===== src/design/whn_pkg.sv =====
// Shared types and constants for the weighted histogram normaliser.
// No dependencies; every other file of the block refers to it by scoped names.
package whn_pkg;

	localparam int METRIC_W = 20;
	localparam int WEIGHT_W = 24;
	localparam int BWIDTH_W = 19;
	localparam int SHARE_W  = 17;
	localparam int INDEX_W  = 6;
	localparam int MASK_W   = 3;
	localparam int MAX_MAPS = 3;
	localparam int DIV_STEPS = 17;

	localparam logic [SHARE_W-1:0] SHARE_ONE = 17'd65536;

	localparam int PADDR_W = 3;
	localparam logic [PADDR_W-1:0] REG_RANGE_LOW = 3'd0;
	localparam logic [PADDR_W-1:0] REG_BIN_WIDTH = 3'd4;

	localparam logic signed [METRIC_W-1:0] RANGE_LOW_RST = 20'sd655;
	localparam logic [BWIDTH_W-1:0] BIN_WIDTH_RST = 19'd7282;

	typedef enum logic [4:0] {
		S_RUN   = 5'b00001,
		S_DRAIN = 5'b00010,
		S_START = 5'b00100,
		S_DIV   = 5'b01000,
		S_OUT   = 5'b10000
	} state_t;

endpackage


===== src/design/whn_share_div.sv =====
// Share unit: rounded bin total over map sum in Q1.16, one quotient bit a cycle.
// Depends on whn_pkg for the share width and the step count.
module whn_share_div #(
	parameter int ACC_WIDTH = 48,
	parameter int SUM_W     = 52
) (
	input  logic clk,
	input  logic arst_n,
	input  logic start,
	input  logic [ACC_WIDTH-1:0] total,
	input  logic [SUM_W-1:0] sum,
	output logic done,
	output logic [whn_pkg::SHARE_W-1:0] share
);

	logic [SUM_W:0] r_q;
	logic [SUM_W-1:0] s_q;
	logic [whn_pkg::SHARE_W-1:0] q_q;
	logic [4:0] cnt_q;
	logic busy_q;
	logic done_q;
	logic zero_q;
	logic full_q;
	logic [SUM_W:0] r2;
	logic take;
	logic [whn_pkg::SHARE_W:0] rounded;

	assign r2   = {r_q[SUM_W-1:0], 1'b0};
	assign take = r2 >= {1'b0, s_q};

	always_ff @(posedge clk or negedge arst_n) begin
		if (!arst_n) begin
			busy_q <= 1'b0;
			done_q <= 1'b0;
			cnt_q  <= '0;
		end else if (start) begin
			busy_q <= 1'b1;
			done_q <= 1'b0;
			cnt_q  <= '0;
		end else if (busy_q) begin
			cnt_q <= cnt_q + 5'd1;
			if (cnt_q == 5'(whn_pkg::DIV_STEPS - 1)) begin
				busy_q <= 1'b0;
				done_q <= 1'b1;
			end
		end
	end

	always_ff @(posedge clk) begin
		if (start) begin
			r_q    <= (SUM_W + 1)'(total);
			s_q    <= sum;
			q_q    <= '0;
			zero_q <= (sum == '0);
			full_q <= (SUM_W'(total) >= sum);
		end else if (busy_q) begin
			r_q <= take ? (r2 - {1'b0, s_q}) : r2;
			q_q <= {q_q[whn_pkg::SHARE_W-2:0], take};
		end
	end

	assign rounded = ({1'b0, q_q} + 18'd1) >> 1;
	assign done    = done_q;
	assign share   = zero_q ? '0 : (full_q ? whn_pkg::SHARE_ONE : rounded[whn_pkg::SHARE_W-1:0]);

endmodule


===== config.mk =====
export PLATFORM = sky130hd
export DESIGN_NAME = whn_share_div
export DESIGN_NICKNAME = d
export VERILOG_FILES = /design/src/design/whn_pkg.sv /design/src/design/whn_share_div.sv
export SDC_FILE = /design/constraint.sdc
export NUM_CORES = 1
export LEC_CHECK = 0
export BUFFER_PORTS_ARGS = -buffer_cell sky130_fd_sc_hd__buf_2
export CORE_ASPECT_RATIO = 1.1
export CORE_MARGIN = 2
export CORE_UTILIZATION = 60
export DETAILED_ROUTE_END_ITERATION = 8
export MAX_ROUTING_LAYER = met4
export PLACE_DENSITY = 0.82
export SETUP_SLACK_MARGIN = 0.05
export SLEW_MARGIN = 20
export SYNTH_ARGS = -nofsm -noshare
export SYNTH_HDL_FRONTEND = slang
export SYNTH_SLANG_ARGS = --single-unit

===== constraint.sdc =====
create_clock -name clk -period 3.45 [get_ports clk]
set_input_delay 0.69 -clock clk [delete_from_list [all_inputs] [get_ports clk]]
set_output_delay 0.69 -clock clk [all_outputs]
set_load 0.02 [all_outputs]

==> results.json <==
{
  "outcome": "finished clean",
  "mappedNetlistArea_sq_um": 10300,
  "clk_latency_ns": 0.44,
  "finalSetupViolCount": 0,
  "p_seq_frac": 0.247,
  "final_cell_mix": "127 x a21oi_1, 119 x inv_1, 119 x buf_2",
  "max_stage_delay_ns": 0.40,
  "gp_congestion": 1.01,
  "power_per_cell_area_nw_per_um2": 837,
  "core_sq_um": 16900,
  "cts_inserted_buffers": 17,
  "path_max_fanout": 17,
  "pin_count": 121,
  "final_common_cell": "a21oi_1",
  "cp-start-kind": "flop",
  "min_period_ns": 3.28,
  "slowest_stage": "edfxtp_1",
  "antenna_found_initial": 0,
  "antenna_cells": 0,
  "max_slew_margin": 0.456,
  "worstPathArrival_ns": 3.46,
  "drive_gt1_frac": 0.172,
  "dp.cells": 1461,
  "cpMostUsedCell": "buf_4",
  "std_cell_rows": 50,
  "clockRootBuffer": "clkbuf_16",
  "crit_type": "reg2reg",
  "netSwitchingPower_uw": 4260,
  "dieArea_sq_um": 18200,
  "setup-tns-final_ns": 0,
  "fp.dieW_um": 129,
  "h-tree-depth": 4,
  "synthArstFlopShare": 0.0538,
  "fill_cells": 1314,
  "syn_nets": 1372,
  "clk_path_buf_depth": 2,
  "clkSinkCount": 130,
  "crit_chain": "ha_1 > a21o_1 > a31o_2 > a21bo_2 > o211ai_1 > a31oi_1 > nor2_2 > buf_4 > o31ai_4 > buf_4 > clkbuf_16 > nor2_1 > a21oi_1 > mux2_2",
  "slew_viol_final": 0,
  "max_freq_mhz": 305,
  "dp_hpwl_um": 19800,
  "cp-end-kind": "flop",
  "cts_tree": "done",
  "synth_ff_type": "edfxtp_1",
  "routed_wl_um": 27500,
  "grt_pass1_wl_um": 42900,
  "die_height_um": 141,
  "synth_warnings": 0,
  "nNetsFinal": 1484,
  "r2r_setup_slack_ns": 0.17,
  "drv_cap": 0,
  "overflow": 0,
  "clkTransAtPathRegs_ns": 0.06,
  "swShare": 0.432,
  "leakagePower_uw": 0.00536,
  "drt_first_pass_iters": 6,
  "peakVddDrop_mv": 0.425,
  "syn_area_per_cell_sq_um": 8.81,
  "grt_max_degree": 151,
  "totalPowerFinal_uw": 9860,
  "wire_per_inst_um": 18.3,
  "synthToLayoutAreaGrowth_pct": 14.7,
  "grt_usage": 0.311,
  "post-route-period-util": 0.949,
  "finalClockSkew_ns": 0.0132,
  "port_buffers": 120,
  "crit_required_ns": 3.63,
  "synthCells": 1165,
  "power.share.combinational": 0.580,
  "p_int_uw": 5600,
  "seq_area_frac_synth": 0.356,
  "synth_cell_type_count": 62,
  "worst_hold_path_type": "in2async",
  "clkPwrFrac": 0.173,
  "vias_per_cell": 6.17,
  "drtIter0Drc": 873,
  "final-hold-violation-count": 0,
  "ys_seq_elements": 130,
  "num_vias": 9240,
  "rsz0062_at_grt": "true",
  "stdcell_count": 1498,
  "synth-edff-count": 102,
  "start_util": 0.608,
  "drtAntennaViolNets": 0,
  "grt_pass1_vias": 8817,
  "worst_pin_slew_ns": 0.808,
  "drc": 0
}
## timing repair
action | in CTS | in global routing
setup endpoints to repair | 0 | 49
setup buffers | 0 | 3
hold buffers | 0 | 0
resized for setup | 0 | 14
## cells by family after synthesis
| group | count (synthesis) | synth area share |
|---|---|---|
| xor+xnor | 61 | 0.0520 |
| fa+ha+maj | 104 | 0.127 |
| mux | 50 | 0.0525 |
| simple gates | 347 | 0.163 |
| flops | 130 | 0.356 |
| compound gates | 305 | 0.185 |
| buf+inv | 168 | 0.0635 |
## cell type report
type | instances | area, sq um | area share
clock inverter | 5 | 25.0 | 0.00213
inverter | 119 | 447 | 0.0379
timing repair buffer | 142 | 853 | 0.0725
multi-input combinational | 867 | 6010 | 0.510
sequential | 130 | 3660 | 0.311
tap | 208 | 260 | 0.0221
clock buffer | 27 | 526 | 0.0446
## flip-flops by register name, indices dropped and copies added (netlist names)
name	cells
busy_q	1
cnt_q	5
done	1
full_q	1
q_q	17
r_q	52
s_q	52
zero_q	1
## power by group through the flow
stage | registers, uW | clock network, uW | logic (uW)
floorplan | 2360 | 0 | 4000
global placement | 2420 | 0 | 5130
detailed placement | 2430 | 0 | 5220
CTS | 2410 | 1710 | 5320
global route | 2470 | 1780 | 6210
finish | 2430 | 1710 | 5720
## critical path: cells and delay by family (launching register included)
kind	cells	cell delay (ns)
buffers and inverters	3	0.51
adders and majority gates	1	0.40
DFF	1	0.40
AOI/OAI and AO/OA	7	1.17
and+or+nand+nor	2	0.27
muxes	1	0.25
## synth_stat cells (all sizes together) (3+ instances only)
cell type | number | share of area
nand3 | 23 | 0.011
o21a | 12 | 0.0088
nand2b | 6 | 0.0037
xnor2 | 29 | 0.025
a21boi | 3 | 0.0022
o211ai | 5 | 0.0037
o221ai | 4 | 0.0040
xor2 | 32 | 0.027
nor2b | 26 | 0.016
a31oi | 10 | 0.0076
nand2 | 78 | 0.029
nor3 | 20 | 0.0097
dfxtp | 21 | 0.041
nand3b | 3 | 0.0022
a21o | 45 | 0.033
or2 | 4 | 0.0024
and4 | 3 | 0.0026
mux2 | 31 | 0.034
o21bai | 7 | 0.0051
clkbuf | 34 | 0.012
a221oi | 3 | 0.0026
mux2i | 19 | 0.019
a211oi | 9 | 0.0071
or3 | 9 | 0.0055
and2 | 4 | 0.0024
buf | 15 | 0.0076
inv | 119 | 0.044
and3 | 7 | 0.0043
edfxtp | 102 | 0.30
nand4 | 35 | 0.021
nor4 | 17 | 0.010
o21ai | 54 | 0.026
a21oi | 127 | 0.062
dfrtp | 7 | 0.017
o31ai | 8 | 0.0072
ha | 103 | 0.13
nor2 | 107 | 0.039
## worst paths after layout
path | startpoint | endpoint | cells past startpoint
worst max-delay path | r_q[7] | r_q[2] | 14
worst min-delay path | arst_n | cnt_q[1] | 1
worst max register to register | r_q[7] | r_q[2] | 14
worst min register to register | done | done | 2
max in group asynchronous | arst_n | cnt_q[0] | 1
min in group clk | sum[17] | s_q[17] | 1
## routing by layer
| layer | share of wire | up-vias | track usage |
|---|---|---|---|
| met1 | 0.40 | 4303 | 0.373 |
| met5 | 0 | - | - |
| met3 | 0.067 | 94 | 0.0554 |
| met4 | 0.049 | 0 | 0.160 |
| li1 | - | 4428 | - |
| met2 | 0.48 | 415 | 0.502 |
## per-stage QoR
step | cell area [sq um] | setup slack, ns | hold WS [ns] | utilization
after global placement | 11100 | 0.258 | 0.488 | 0.657
final | 11800 | 0.174 | 0.0828 | 0.697
after global routing | 11800 | -0.000132 | 0.0841 | 0.697
after floorplan | 10300 | 0.545 | 0.394 | -
after detailed placement | 11100 | 0.109 | 0.514 | 0.657
after CTS | 11700 | 0.0871 | 0.0793 | 0.690
No activity file was read; power rests on OpenSTA's default activity.
