<file path="src/design/whn_pkg.sv">
// Shared types and constants for the weighted histogram normaliser.
// No dependencies; every other file of the block refers to it by scoped names.
package whn_pkg;

	localparam int METRIC_W = 20;
	localparam int WEIGHT_W = 24;
	localparam int BWIDTH_W = 19;
	localparam int SHARE_W  = 17;
	localparam int INDEX_W  = 6;
	localparam int MASK_W   = 3;
	localparam int MAX_MAPS = 3;
	localparam int DIV_STEPS = 17;

	localparam logic [SHARE_W-1:0] SHARE_ONE = 17'd65536;

	localparam int PADDR_W = 3;
	localparam logic [PADDR_W-1:0] REG_RANGE_LOW = 3'd0;
	localparam logic [PADDR_W-1:0] REG_BIN_WIDTH = 3'd4;

	localparam logic signed [METRIC_W-1:0] RANGE_LOW_RST = 20'sd655;
	localparam logic [BWIDTH_W-1:0] BIN_WIDTH_RST = 19'd7282;

	typedef enum logic [4:0] {
		S_RUN   = 5'b00001,
		S_DRAIN = 5'b00010,
		S_START = 5'b00100,
		S_DIV   = 5'b01000,
		S_OUT   = 5'b10000
	} state_t;

endpackage

</file>
<file path="src/design/whn_bin_lane.sv">
// One histogram bin: range test of the voxel and saturating per-map totals.
// Depends on whn_pkg; instantiated once per bin by the top level.
module whn_bin_lane #(
	parameter int LANE      = 0,
	parameter int NUM_MAPS  = 3,
	parameter int ACC_WIDTH = 48
) (
	input  logic clk,
	input  logic arst_n,
	input  logic sample,
	input  logic signed [whn_pkg::METRIC_W-1:0] metric_s1,
	input  logic signed [whn_pkg::METRIC_W-1:0] range_low,
	input  logic [whn_pkg::BWIDTH_W-1:0] bin_width,
	input  logic acc_en,
	input  logic [NUM_MAPS-1:0][whn_pkg::WEIGHT_W-1:0] weight_s2,
	input  logic shift_en,
	input  logic [NUM_MAPS-1:0][ACC_WIDTH-1:0] shift_in,
	output logic [NUM_MAPS-1:0][ACC_WIDTH-1:0] totals,
	output logic hit_s2
);

	logic signed [26:0] off;
	logic signed [26:0] lo;
	logic signed [26:0] hi;
	logic hit;
	logic [NUM_MAPS-1:0][ACC_WIDTH-1:0] tot_q;

	// Bin edges relative to range_low; the lane number is a constant factor.
	assign off = 27'(metric_s1) - 27'(range_low);
	assign lo  = $signed({2'b00, 25'(LANE) * 25'(bin_width)});
	assign hi  = $signed({2'b00, 25'(LANE + 1) * 25'(bin_width)});
	assign hit = sample && (off >= 27'sd0) && (off >= lo) && (off < hi);

	always_ff @(posedge clk or negedge arst_n) begin
		if (!arst_n) begin
			hit_s2 <= 1'b0;
		end else begin
			hit_s2 <= hit;
		end
	end

	always_ff @(posedge clk or negedge arst_n) begin
		if (!arst_n) begin
			tot_q <= '0;
		end else if (shift_en) begin
			tot_q <= shift_in;
		end else if (acc_en && hit_s2) begin
			for (int m = 0; m < NUM_MAPS; m++) begin
				logic [ACC_WIDTH:0] s;
				s = {1'b0, tot_q[m]} + (ACC_WIDTH + 1)'(weight_s2[m]);
				tot_q[m] <= s[ACC_WIDTH] ? {ACC_WIDTH{1'b1}} : s[ACC_WIDTH-1:0];
			end
		end
	end

	assign totals = tot_q;

endmodule

</file>
<file path="config.mk">
export PLATFORM = sky130hd
export DESIGN_NAME = whn_bin_lane
export DESIGN_NICKNAME = d
export VERILOG_FILES = /design/src/design/whn_pkg.sv /design/src/design/whn_bin_lane.sv
export SDC_FILE = /design/constraint.sdc
export NUM_CORES = 1
export LEC_CHECK = 0
export ABC_AREA = 1
export BUFFER_PORTS_ARGS = -buffer_cell sky130_fd_sc_hd__buf_2
export CAP_MARGIN = 30
export CELL_PAD_IN_SITES_DETAIL_PLACEMENT = 0
export CELL_PAD_IN_SITES_GLOBAL_PLACEMENT = 1
export CORE_MARGIN = 4
export CORE_UTILIZATION = 25
export CTS_CLUSTER_SIZE = 30
export DETAILED_ROUTE_END_ITERATION = 16
export PLACE_DENSITY_LB_ADDON = 0.15
export SYNTH_ARGS = -nofsm -noshare
export SYNTH_HDL_FRONTEND = slang
export SYNTH_SLANG_ARGS = --single-unit
</file>
<file path="constraint.sdc">
create_clock -name clk -period 2.24 [get_ports clk]
set_input_delay 0.672 -clock clk [delete_from_list [all_inputs] [get_ports clk]]
set_output_delay 0.672 -clock clk [all_outputs]
set_load 0.03 [all_outputs]
</file>
==> impl.org, run 1 <==
** Detailed routing
- Once detail routing completed, the nets flagged for antenna violations numbered 0.
- Using the TritonRoute via totals, the vias-per-cell ratio works out to 4.49.
- WL per Instance :: 16.4 microns
- DRC violation count after routing :: 0
- The routed layout has 20200 vias.
- For this run, the detailed router's first-pass iteration total came to 5.
- DR iter-0 viols :: 1028
- Total length of routed wires :: 73700 microns

** Critical path
- The worst setup path is launched from an input pin.
- Setup CP Type :: in -> reg
- For the worst setup path, the data required time is 2.64 ns.
- For this run, the slowest stage of the critical path takes 0.37 ns.
- Maximum fanout count along the critical path :: 3
- Among all stages on the critical path, the largest delay is contributed by sky130_fd_sc_hd__fa_2.
- Arrival time at the worst endpoint :: between 3 and 4 ns
- Cell Chain, Critical Path :: buf_2, inv_1, ha_2, fa_2, o21ai_4, a21boi_4, o21ai_4, a21oi_2, xnor2_1, ha_1, a21oi_1, nor3_1, a211oi_1, nand2_1, nand2_1, nand3_1, nor2_1
- Buf/Inv on CP :: 2
- The worst setup path is captured at a register.
- Category of cells accounting for the largest share of critical-path delay :: compound AO/OA/AOI/OAI gates

** Synthesis
- The top cell type by area accounts for between 20% and 30% of the synthesized area.
- Async set-or-reset flop fraction in the synthesized netlist :: 100%
- Compound-cell area share of the yosys netlist :: 13.0%
- Sequential elements use between 20 and 25% of the synthesized area.
- Warnings, synthesis :: 0
- Post-synthesis xor/xnor area fraction :: under 10%
- Post-synthesis share of cell area spent on full adders, half adders and majority gates :: 8.94%
- Average footprint of a synthesized cell :: between 5 and 6 sq um
- Counting flops and latches in the post-synthesis netlist gives 145.
- Simple-gate share of the synthesized area :: between 30% and 40%
- Share of synthesized area spent on multiplexers :: 0%
- Main combinational cell family by area after synthesis :: simple AND/OR/NAND/NOR gates
- The number of different library cells used by synthesis comes to 46.
- Number of enable flip-flop cells after synthesis :: 0
- Yosys instantiated no cell more often than sky130_fd_sc_hd__nand2_1.
- Most instantiated cells after synthesis :: 1077 x sky130_fd_sc_hd__nand2_1, 448 x sky130_fd_sc_hd__inv_1, 182 x sky130_fd_sc_hd__nor2_1
- After synthesis the cells add up to 16300 sq um.
- Yosys attributes the largest share of cell area to sky130_fd_sc_hd__nand2_1 25%, sky130_fd_sc_hd__dfrtp_1 22%, sky130_fd_sc_hd__inv_1 10%.
- The most used flip-flop cell after synthesis is sky130_fd_sc_hd__dfrtp_1.
- Counting every net in the synthesized netlist gives 3171.
- Cell type contributing the most total cell area after synthesis :: sky130_fd_sc_hd__nand2_1
- Synthesis produced 2777 cells.

** Clocking
- Cell chosen for the clock root :: sky130_fd_sc_hd__clkbuf_16
- The clock passes through at most 2 buffers.
- Buffers inserted during clock tree synthesis total 17.
- Clk_lat worst skew :: 0.49 ns
- Clock-pin slew was measured on the worst setup and hold paths at ~0.08 ns.
- Clock tree synthesis found a total of 145 sinks.
- Number of levels the H-tree was split into :: 4
- Buffers inserted to repair hold after CTS numbered 0.
- Clock tree from TritonCTS :: built

** Job
- Across the run, the number of max-cap violations was 0.

** Timing
- For the final database, setup skew stands at 0.0174 ns.
- Count of final setup violators :: 78
- Slew at the pin with the worst max-slew slack :: 0.517 ns
- Worst Setup Slack, final :: -0.372 ns
- Based on the critical path, the design can be clocked at up to 383 MHz.
- The count of final max-slew check failures is 0.
- The worst pin sits at a relative slew slack of between 60 and 70%.
- The number of hold violations in the final report came to 0.
- Counting I/O delays and the setup requirement, the final critical path takes around 2.6 ns.
- Setup repair after global routing could not meet its margin everywhere.
- Period utilisation layout :: 117%

** Hold path
- Path type of the worst min-delay path :: in -> async

** GRT
- Congestion Overflow GR :: 0
- Global-route wire length before repair :: 113000 microns
- The via count of the first global-routing pass is 20300.
- Antenna violations before repair :: 10
- Global-route usage over all layers :: between 20% and 30%
- Maximum number of pins on one net before global-route repair :: between 50 and 60

** Power and ir drop
- Total power density per cell area :: between 800 and 900 nW/um^2
- The analysis attributes to cell leakage a power of 0.0145 uW.
- Maximum vdd ir drop :: 0.444 mV

** Outcome
- The checks that failed: negative setup slack.
- The flow ran to the end, but the final reports show violations.

** Floorplanning
- Top Ports :: 425
- The die covers 69300 sq um.
- Measured along the x axis, the die boundary spans 263 microns.
- The floorplan step set the die height to 263 microns.
- Once the floorplan was initialized, standard cells occupied 25.3% of the core.
- Row count :: slightly above 90
- In this run the standard cell core region covers 64500 sq um.

** Place
- Routability-driven placement finished with a final weighted congestion of between 0.9 and 1.
- HPWL reported at the end of detailed placement :: 59200 microns
- Buffers placed on the I/O ports in this run total about 420.
- Pre-CTS WS :: -0.992 ns
- Counting tap cells, the placed design contains a total of between 4000 and 5000 instances.

** Cells and area
- Seq. cell area :: 3630 sq um
- From synthesis to final layout, the design area changed by 61.0%.
- Number of nets in the final layout :: 4026
- The layout has ~7000 filler cells.
- Measured on the finished design, the core utilization comes to 40.7%.
- Non-filler instance count after layout :: 4503
- Summing all multi-input logic gate instances after layout gives around 13000 sq um.
- Of the cells placed in the final design, the portion with a size suffix greater than 1 is 37.0%.
[flip-flops by register name, summed over array words and instances, names as in the netlist]
register,count
totals,144
hit_s2,1
[layer usage]
metal | track usage (%) | vias up | share of wire [%]
li1 | - | 10400 | -
met1 | 26.7 | 9320 | 46
met2 | 34.9 | 400 | 48
met3 | 3.31 | 74 | 4.1
met4 | 4.97 | 6 | 1.9
met5 | 0 | - | 0.056
[timing repair]
item | in CTS | in global routing
pin swaps | 41 | 135
cloned | 7 | 3
buffers inserted | 20 | 22
setup endpoints to repair | 133 | 145
resized for setup | 153 | 360
[layout by cell type, fill, tap and decap left out, drive strengths merged, types with 49 or more instances in the layout]
master,count
nand2,1086
ha,110
buf,894
a21oi,94
nand3,132
nor2,188
o21bai,57
inv,451
xor2,72
dfrtp,145
nor3,49
o21ai,214
[per-stage QoR]
stage / hold slack, ns / area [sq um] / TNS, ns / power, uW
after detailed placement: 0.497 / 22800 / -67.87 / 16400
after global placement: 0.492 / 22800 / -64.84 / 16300
after global routing: 0.0740 / 26200 / -18.53 / 23500
after CTS: 0.0576 / 24400 / -3.95 / 20300
after floorplan: 0.376 / 16500 / -3.99 / 10700
final: 0.0702 / 26200 / -4.89 / 21700
[worst paths after layout]
path                          startpoint     endpoint  slack, ns  cells past startpoint
max                         metric_s1[0]       hit_s2      -0.37                     17
min reg2reg                   totals[52]   totals[52]       0.53                      2
max reg2reg                   totals[96]  totals[109]      -0.14                     16
min in group clk           shift_in[118]  totals[118]       0.47                      3
max in group asynchronous         arst_n  totals[125]       1.55                      2
min                               arst_n   totals[56]       0.07                      1
[where the power goes]
group	switching (uW)	internal (uW)	leakage [uW]
clock network	1350	1950	0.000303
logic	8130	6250	0.0124
registers	788	3240	0.00174
total	10300	11400	0.0145
[kinds of logic (layout without fill, tap and decap cells)]
logic type,after synthesis,in the layout
AO/OA/AOI/OAI,384,384
XOR/XNOR,91,91
adder cells (fa/ha/maj),114,114
buffers and inverters,512,1380
flip-flops,145,145
other,0,3
AND/OR/NAND/NOR,1531,1531
[final cells by class]
cell class	count	share of cell area [%]
Multi-Input combinational cell	2120	49.3
Timing Repair Buffer	897	23.8
Sequential cell	145	13.8
Inverter	451	6.57
Tap cell	855	4.08
Clock buffer	23	1.82
Clock inverter	9	0.586
Antenna cell	3	0.0286
No activity file was read; power rests on OpenSTA's default activity.
==> run 2: changes to the inputs <==
==> constraint.sdc (replaced) <==
create_clock -name clk -period 2.2 [get_ports clk]
set_input_delay 0.66 -clock clk [delete_from_list [all_inputs] [get_ports clk]]
set_output_delay 0.66 -clock clk [all_outputs]
set_load 0.03 [all_outputs]
==> run 2 against run 1 <==
The run still ends with negative setup slack left; cell count up 0.84%; setup slack improved by 0.019 ns; combinational power rose by 8%; cell area up 2.2%; total power increased by 4.8%; critical path depth did not move; largest cell class unchanged.
==> impl.org, run 2 (synthesis gave the netlist of run 1 again) <==
** Outcome
- Failing checks :: negative setup slack
- The flow ran to the end, but the final reports show violations.

** Critical path
- In this run the worst path has a maximum fanout of 3.
- Setup CP Type :: in -> reg
- Source of the worst register-to-register timing path :: totals[48]
- Critical path launch point :: range_low[0]
- Required arrival time at the worst endpoint :: 2.63 ns
- Arrival time at the worst endpoint :: 2.98 ns
- The worst setup path is launched from an input pin.
- The worst register-to-register path has a setup slack of -0.14 ns.
- Category of the worst setup path capture point :: register

** Clocking
- Clock slew at reported path FFs :: approximately 0.080 ns
- TritonCTS built the clock tree.
- In this run the clock root is driven by a sky130_fd_sc_hd__clkbuf_16.
- The clock passes through at most 2 buffers.
- Cts bufs inserted :: 17
- CTS built an H-tree with a depth of 4.
- The clock drives 145 sinks.
- Clk_lat worst skew :: 0.50 ns

** GRT
- After global routing the overflow that remains totals 0.
- Antenna violations before repair :: 8
- Global-route wire length before repair :: 116000 microns
- Across every metal layer, demand over resource in global routing totals roughly 21%.
- The via count of the first global-routing pass was roughly 21000.
- Entering global routing, the biggest net connects 81 pins.

** Power and ir drop
- Summed over all cells, the static leakage comes to 0.0147 uW.
- For this design the ratio of total power to cell area is 849 nW/um^2.
- Maximum vdd ir drop :: ~0.6 mV

** Floorplanning
- Area of the die :: 69300 sq um
- In this run the count of I/O pins placed on the die edge is 425.
- Die height :: 263 microns
- Area of the core region :: 64500 sq um
- Row count :: 93
- Starting utilization of the core area :: 25.3%
- The floorplan step set the die width to 263 microns.

** Cells and area
- Number of flip-flops in the largest register :: around 140
- Most common cell after layout, fill and taps aside :: sky130_fd_sc_hd__nand2_1
- Fin util :: between 40% and 50%
- Top library cells by usage in the layout, fill and taps aside :: 900 x sky130_fd_sc_hd__nand2_1, 443 x sky130_fd_sc_hd__buf_4, 437 x sky130_fd_sc_hd__inv_1
- In the final design database the tool counted 4064 nets.
- In the final layout, the share of cells above drive strength 1 is 39.6%.
- From synthesis to final layout, the design area changed by 64.5%.
- Fill cells in the final layout number 6969.

** Detailed routing
- Total routed wire length on the met1 layer :: 34500 microns
- Wires add up to roughly 75000 microns.
- In the routed design, unresolved DRC markers number 0.
- Routed signal wires occupy layers up through met5.
- DR iter-0 viols :: 1015
- In the detailed route, the total length drawn on met2 is 35600 microns.
- WL per Instance :: 16.4 microns
- In this run the remaining antenna-violating nets after routing total 0.
- Detail Route met3 WL :: 3000 microns
- The first detailed-routing pass ran for 5 iterations.
- Using the TritonRoute via totals, the vias-per-cell ratio works out to approximately 4.5.
- Across all layers, the routed design uses slightly above 20000 vias.

** Timing
- For the pin with the worst max-slew slack, the measured transition is 0.526 ns.
- RSZ-0062 raised after global routing :: yes
- Final Skew :: 0.0151 ns
- Timing would allow up to between 300 and 400 MHz.
- Worst slew slack as a fraction of its limit :: 64.6%
- Of the available clock period, the critical path in the final layout requires 116%.
- Final Max Slew Viols :: 0
- After layout, the worst setup slack is -0.352 ns.
- The number of hold violations in the final report came to 0.
- For the finished layout, the period the worst path requires is 2.55 ns.
- Aggregate negative setup slack :: -5.62 ns
- Count of final setup violators :: 90

** Place
- Input and output buffers added on the ports amount to roughly 420.
- Pre-CTS WS :: -1.07 ns
- HPWL reported at the end of detailed placement :: 59500 microns
- At the end of routability-driven placement, the weighted congestion stood at 0.907.

** Hold path
- Path type of the worst min-delay path :: in -> async

** Job
- Max-cap violations in this run came to 0.
[run 2: cell count changes in the layout (fill, tap and decap cells not counted), sizes merged]
cell / change
buf: +41
bufinv: -2
clkbuf: -5
clkinvlp: +2
inv: +2
[run 2: where the power goes]
| part | switching, uW | internal (uW) |
|---|---|---|
| combinational | 8730 | 6830 |
| sequential | 751 | 3300 |
| clock | 1440 | 1710 |
[run 2: cell type report]
class                      instances  area, sq um  area share, %
tap                              855         1070           3.99
multi-input combinational       2120        13300           49.7
inverter                         451         1730           6.44
sequential                       145         3630           13.5
timing repair buffer             935         6470           24.1
antenna                            3         7.51         0.0280
clock inverter                    11          130          0.485
clock buffer                      21          450           1.68
[run 2: layer usage]
layer | track usage, % | up-vias
met5 | 0 | -
met4 | 5.50 | 8
met3 | 3.51 | 78
met2 | 35.2 | 408
met1 | 27.3 | 9490
li1 | - | 10500
[run 2: worst paths after layout]
kind	end	depth (start not counted)
max	hit_s2	17
min	totals[56]	1
max reg2reg	totals[63]	16
min reg2reg	totals[52]	2
max in group asynchronous	totals[9]	2
min in group clk	totals[59]	3
[run 2: repair_timing]
item	4_1_cts	5_1_grt
hold buffers	0	0
setup endpoints to repair	139	145
pin swaps	104	172
setup buffers	39	24
gates resized for setup	275	371
cloned	7	0
[run 2: critical path, cell delays in order]
cell and delay (ns):
sky130_fd_sc_hd__buf_6 0.10, sky130_fd_sc_hd__ha_4 0.16, sky130_fd_sc_hd__fa_2 0.38, sky130_fd_sc_hd__o21ai_4 0.19
sky130_fd_sc_hd__a21boi_4 0.10, sky130_fd_sc_hd__o21ai_2 0.15, sky130_fd_sc_hd__xor2_1 0.18, sky130_fd_sc_hd__ha_1 0.28
sky130_fd_sc_hd__a21oi_2 0.14, sky130_fd_sc_hd__o21ai_1 0.07, sky130_fd_sc_hd__a21oi_1 0.14, sky130_fd_sc_hd__nand2_1 0.07
sky130_fd_sc_hd__nand2_1 0.06, sky130_fd_sc_hd__nand2_1 0.06, sky130_fd_sc_hd__nand2_1 0.07, sky130_fd_sc_hd__nand3_1 0.07
sky130_fd_sc_hd__nor2_1 0.10
[run 2: through the flow]
step / cells / power [uW] / hold slack [ns] / instance area, sq um
after detailed placement: 4457 / 17000 / 0.510 / 23100
after global routing: 4540 / 24500 / 0.0313 / 26800
after global placement: 4457 / 16900 / 0.493 / 23100
after floorplan: 2777 / 10900 / 0.364 / 16500
final: 4541 / 22800 / 0.0426 / 26800
after CTS: 4529 / 21300 / 0.00910 / 25100
==> run 3: changes to the inputs <==
--- a/config.mk
+++ b/config.mk
@@ -7,13 +7,13 @@
 export LEC_CHECK = 0
 export ABC_AREA = 1
 export BUFFER_PORTS_ARGS = -buffer_cell sky130_fd_sc_hd__buf_2
-export CAP_MARGIN = 30
 export CELL_PAD_IN_SITES_DETAIL_PLACEMENT = 0
 export CELL_PAD_IN_SITES_GLOBAL_PLACEMENT = 1
 export CORE_MARGIN = 4
 export CORE_UTILIZATION = 25
 export CTS_CLUSTER_SIZE = 30
 export DETAILED_ROUTE_END_ITERATION = 16
+export MAX_ROUTING_LAYER = met4
 export PLACE_DENSITY_LB_ADDON = 0.15
 export SYNTH_ARGS = -nofsm -noshare
 export SYNTH_HDL_FRONTEND = slang
==> run 3 against run 2 <==
The flow still finishes with violations (negative setup slack); global-route usage up 0.33 points; critical path depth up 1; sequential share of layout area grew 0.16 points; routed wire length fell by 0.63%; total power shrank 0.52%; register-to-register slack about the same; clock-buffer cell count unchanged; sequential power barely moved; worst hold slack better by 0.024 ns; die area did not move; fmax up 0.38%; largest cell class unchanged.
==> impl.org, run 3 (synthesis gave the netlist of run 1 again) <==
** Power and ir drop
- Maximum vdd ir drop :: 0.539 mV
- In this run the static leakage power is 0.0146 uW.
- For this design the ratio of total power to cell area is 854 nW/um^2.

** Cells and area
- Non-filler instance count after layout :: 4531
- Leaving out fill and tap cells, the most frequent cells in the layout are 924 x sky130_fd_sc_hd__nand2_1, 443 x sky130_fd_sc_hd__buf_4, 438 x sky130_fd_sc_hd__inv_1.
- Fin util :: 41.1%
- Share of layout cells above drive strength 1 :: 38.0%
- Number of flip-flops in the largest register :: 144
- In the final design database the tool counted approximately 4100 nets.
- The layout has between 7000 and 8000 filler cells.
- From synthesis to final layout, the design area changed by 62.6%.
- Most common cell after layout, fill and taps aside :: sky130_fd_sc_hd__nand2_1

** GRT
- The first global-routing pass estimated 114000 microns of wire.
- Global-route usage over all layers :: 21.1%
- Entering global routing, the biggest net connects 68 pins.
- Via count of the first global-routing pass :: a little over 20000
- The number of antenna violations at the first check in global routing is 6.
- Summed over all layers, the global routing overflow is 0.

** Place
- Final weighted congestion in routability-driven placement :: a little over 0.9
- Before CTS, the worst setup slack after placement is -0.993 ns.
- Input and output buffers added on the ports amount to approximately 420.
- Inst Count DP :: about 4500
- The HPWL after detailed placement is about 60000 microns.

** Critical path
- STA classifies the critical path endpoint as a register.
- The worst setup path is of the in -> reg kind.
- At the worst endpoint, the required time is approximately 2.6 ns.
- Reg2reg path depth :: 15
- In this run the number of cells on the critical path is 18.
- Source of the worst register-to-register timing path :: totals[96]
- Across all register-to-register paths, the minimum setup slack is -0.14 ns.
- Maximum fanout count along the critical path :: 3
- Buf/Inv on CP :: 2
- For the worst setup path, the data arrival time is 2.94 ns.
- STA classifies the critical path startpoint as an input pin.
- Critical-path cell with the highest stage delay :: sky130_fd_sc_hd__fa_2
- Category of cells accounting for the largest share of critical-path delay :: adder cells
- The worst register-to-register path ends at totals[112].
- The cell that appears most often on the critical path is sky130_fd_sc_hd__nand2_1.
- Cell Chain, Critical Path :: buf_8, inv_4, ha_4, fa_2, o21ai_4, a21boi_4, o21ai_4, xor2_1, ha_1, a21oi_2, o21ai_1, a21oi_1, nand2_1, nand2_1, nand2_1, nand2_1, nand3_1, nor2_1
- Critical path's largest stage delay :: 0.38 ns

** Timing
- Setup violations remaining at the end of the flow were counted as 84.
- Tmin final :: 2.54 ns
- Setup repair after global routing could not meet its margin everywhere.
- Static timing analysis puts the maximum clock frequency at 393 MHz.
- At the pin with the least slew margin, the transition time is just under 0.5 ns.
- Final hold viol count :: 0
- The clock arrives with 0.0206 ns of skew.
- Setup slack on the critical path of the routed design comes to -0.343 ns.
- The worst pin sits at a relative slew slack of around 67%.
- Of the available clock period, the critical path in the final layout requires 116%.
- The count of final max-slew check failures came to 0.

** Detailed routing
- For this run, design rule violations remaining after detail routing come to 0.
- Routed Antenna Nets :: 0
- Vias per cell :: between 4 and 5
- DR iter-0 viols :: 1053
- Detailed-route via count :: 20400
- Detailed-routing iteration count for the pre-antenna-repair pass :: 5
- WL per Instance :: around 16 microns
- Total length of routed wires :: 74100 microns

** Clocking
- Clock Sink Count :: 145
- In this run, CTS created clock tree buffers numbering 17.
- Clock tree from TritonCTS :: built
- Clk_lat worst skew :: between 0.4 and 0.5 ns
- Hold repair after CTS inserted 0 buffers.
- Number of levels the H-tree was split into :: 4
- The cell sitting at the root of the clock tree is a sky130_fd_sc_hd__clkbuf_16.
- Worst-case clock buffer depth :: 2
- After clock tree synthesis, the clock-pin slew on the worst setup and hold paths is 0.07 ns.

** Floorplanning
- Starting utilization of the core area :: 25.3%
- Area of the core region :: 64500 sq um
- Row count :: 93
- Measured along the y axis, the die boundary spans 263 microns.
- Chip Width :: 263 microns
- The die covers 69300 sq um.
- 425 I/O pins were placed.

** Job
- Max-cap violations :: 0

** Outcome
- The final reports fail on negative setup slack.
- Outcome :: finished, violations left

** Hold path
- The tightest min-delay check is of the in -> async type.
-- run 3: cell types whose count changed in the layout (fill, tap and decap cells not counted), sizes merged --
cell and delta:
buf -17, bufinv +3, clkbuf +4, clkinv +1, clkinvlp -3, diode +3, inv -1
-- run 3: area by class of cell --
| type | count | area (sq um) | share of cell area (%) |
|---|---|---|---|
| Multi-Input combinational cell | 2120 | 13000 | 49.2 |
| Timing Repair Buffer | 922 | 6360 | 24.0 |
| Sequential cell | 145 | 3630 | 13.7 |
| Inverter | 451 | 1730 | 6.51 |
| Tap cell | 855 | 1070 | 4.04 |
| Clock buffer | 21 | 470 | 1.78 |
| Clock inverter | 10 | 181 | 0.685 |
| Antenna cell | 6 | 15.0 | 0.0567 |
| Timing Repair inverter | 1 | 11.3 | 0.0425 |
-- run 3: what timing repair did --
| item | in CTS | in global routing |
|---|---|---|
| endpoints found under the setup margin | 139 | 145 |
| buffers inserted | 22 | 18 |
| gates resized for setup | 192 | 344 |
| pin swaps | 60 | 164 |
| gates cloned | 4 | 4 |
-- run 3: how the worst max path moves through the flow --
stage	from	slack (ns)	endpoint
after floorplan	metric_s1[0]	-0.64	hit_s2
after global placement	metric_s1[11]	-0.96	hit_s2
after detailed placement	range_low[6]	-0.99	hit_s2
after CTS	metric_s1[0]	-0.37	hit_s2
after global routing	metric_s1[0]	-0.55	hit_s2
final	metric_s1[0]	-0.34	hit_s2
-- run 3: power breakdown --
part           internal (uW)  switching [uW]  total [uW]  leakage [uW]
Combinational           6610            8520       15100        0.0126
Clock                   2090            1360        3450      0.000319
Sequential              3300             751        4050       0.00174
-- run 3: stage by stage --
step | setup TNS, ns | instance area, sq um | hold slack [ns] | power, uW
floorplan | -6.57 | 16500 | 0.364 | 10900
global placement | -65.30 | 23000 | 0.492 | 16900
detailed placement | -66.79 | 23000 | 0.514 | 16900
CTS | -3.45 | 24700 | 0.0314 | 21300
global route | -19.09 | 26500 | 0.0560 | 24400
finish | -4.21 | 26500 | 0.0666 | 22600
-- run 3: layer usage --
metal  up-vias  GRT usage (%)  part of all wire (%)
met5         -              -                     0
met4         0           5.05                   1.8
met3        73           3.29                   3.9
met2       409           34.8                    48
met1      9422           27.2                    47
li1      10500              -                     -
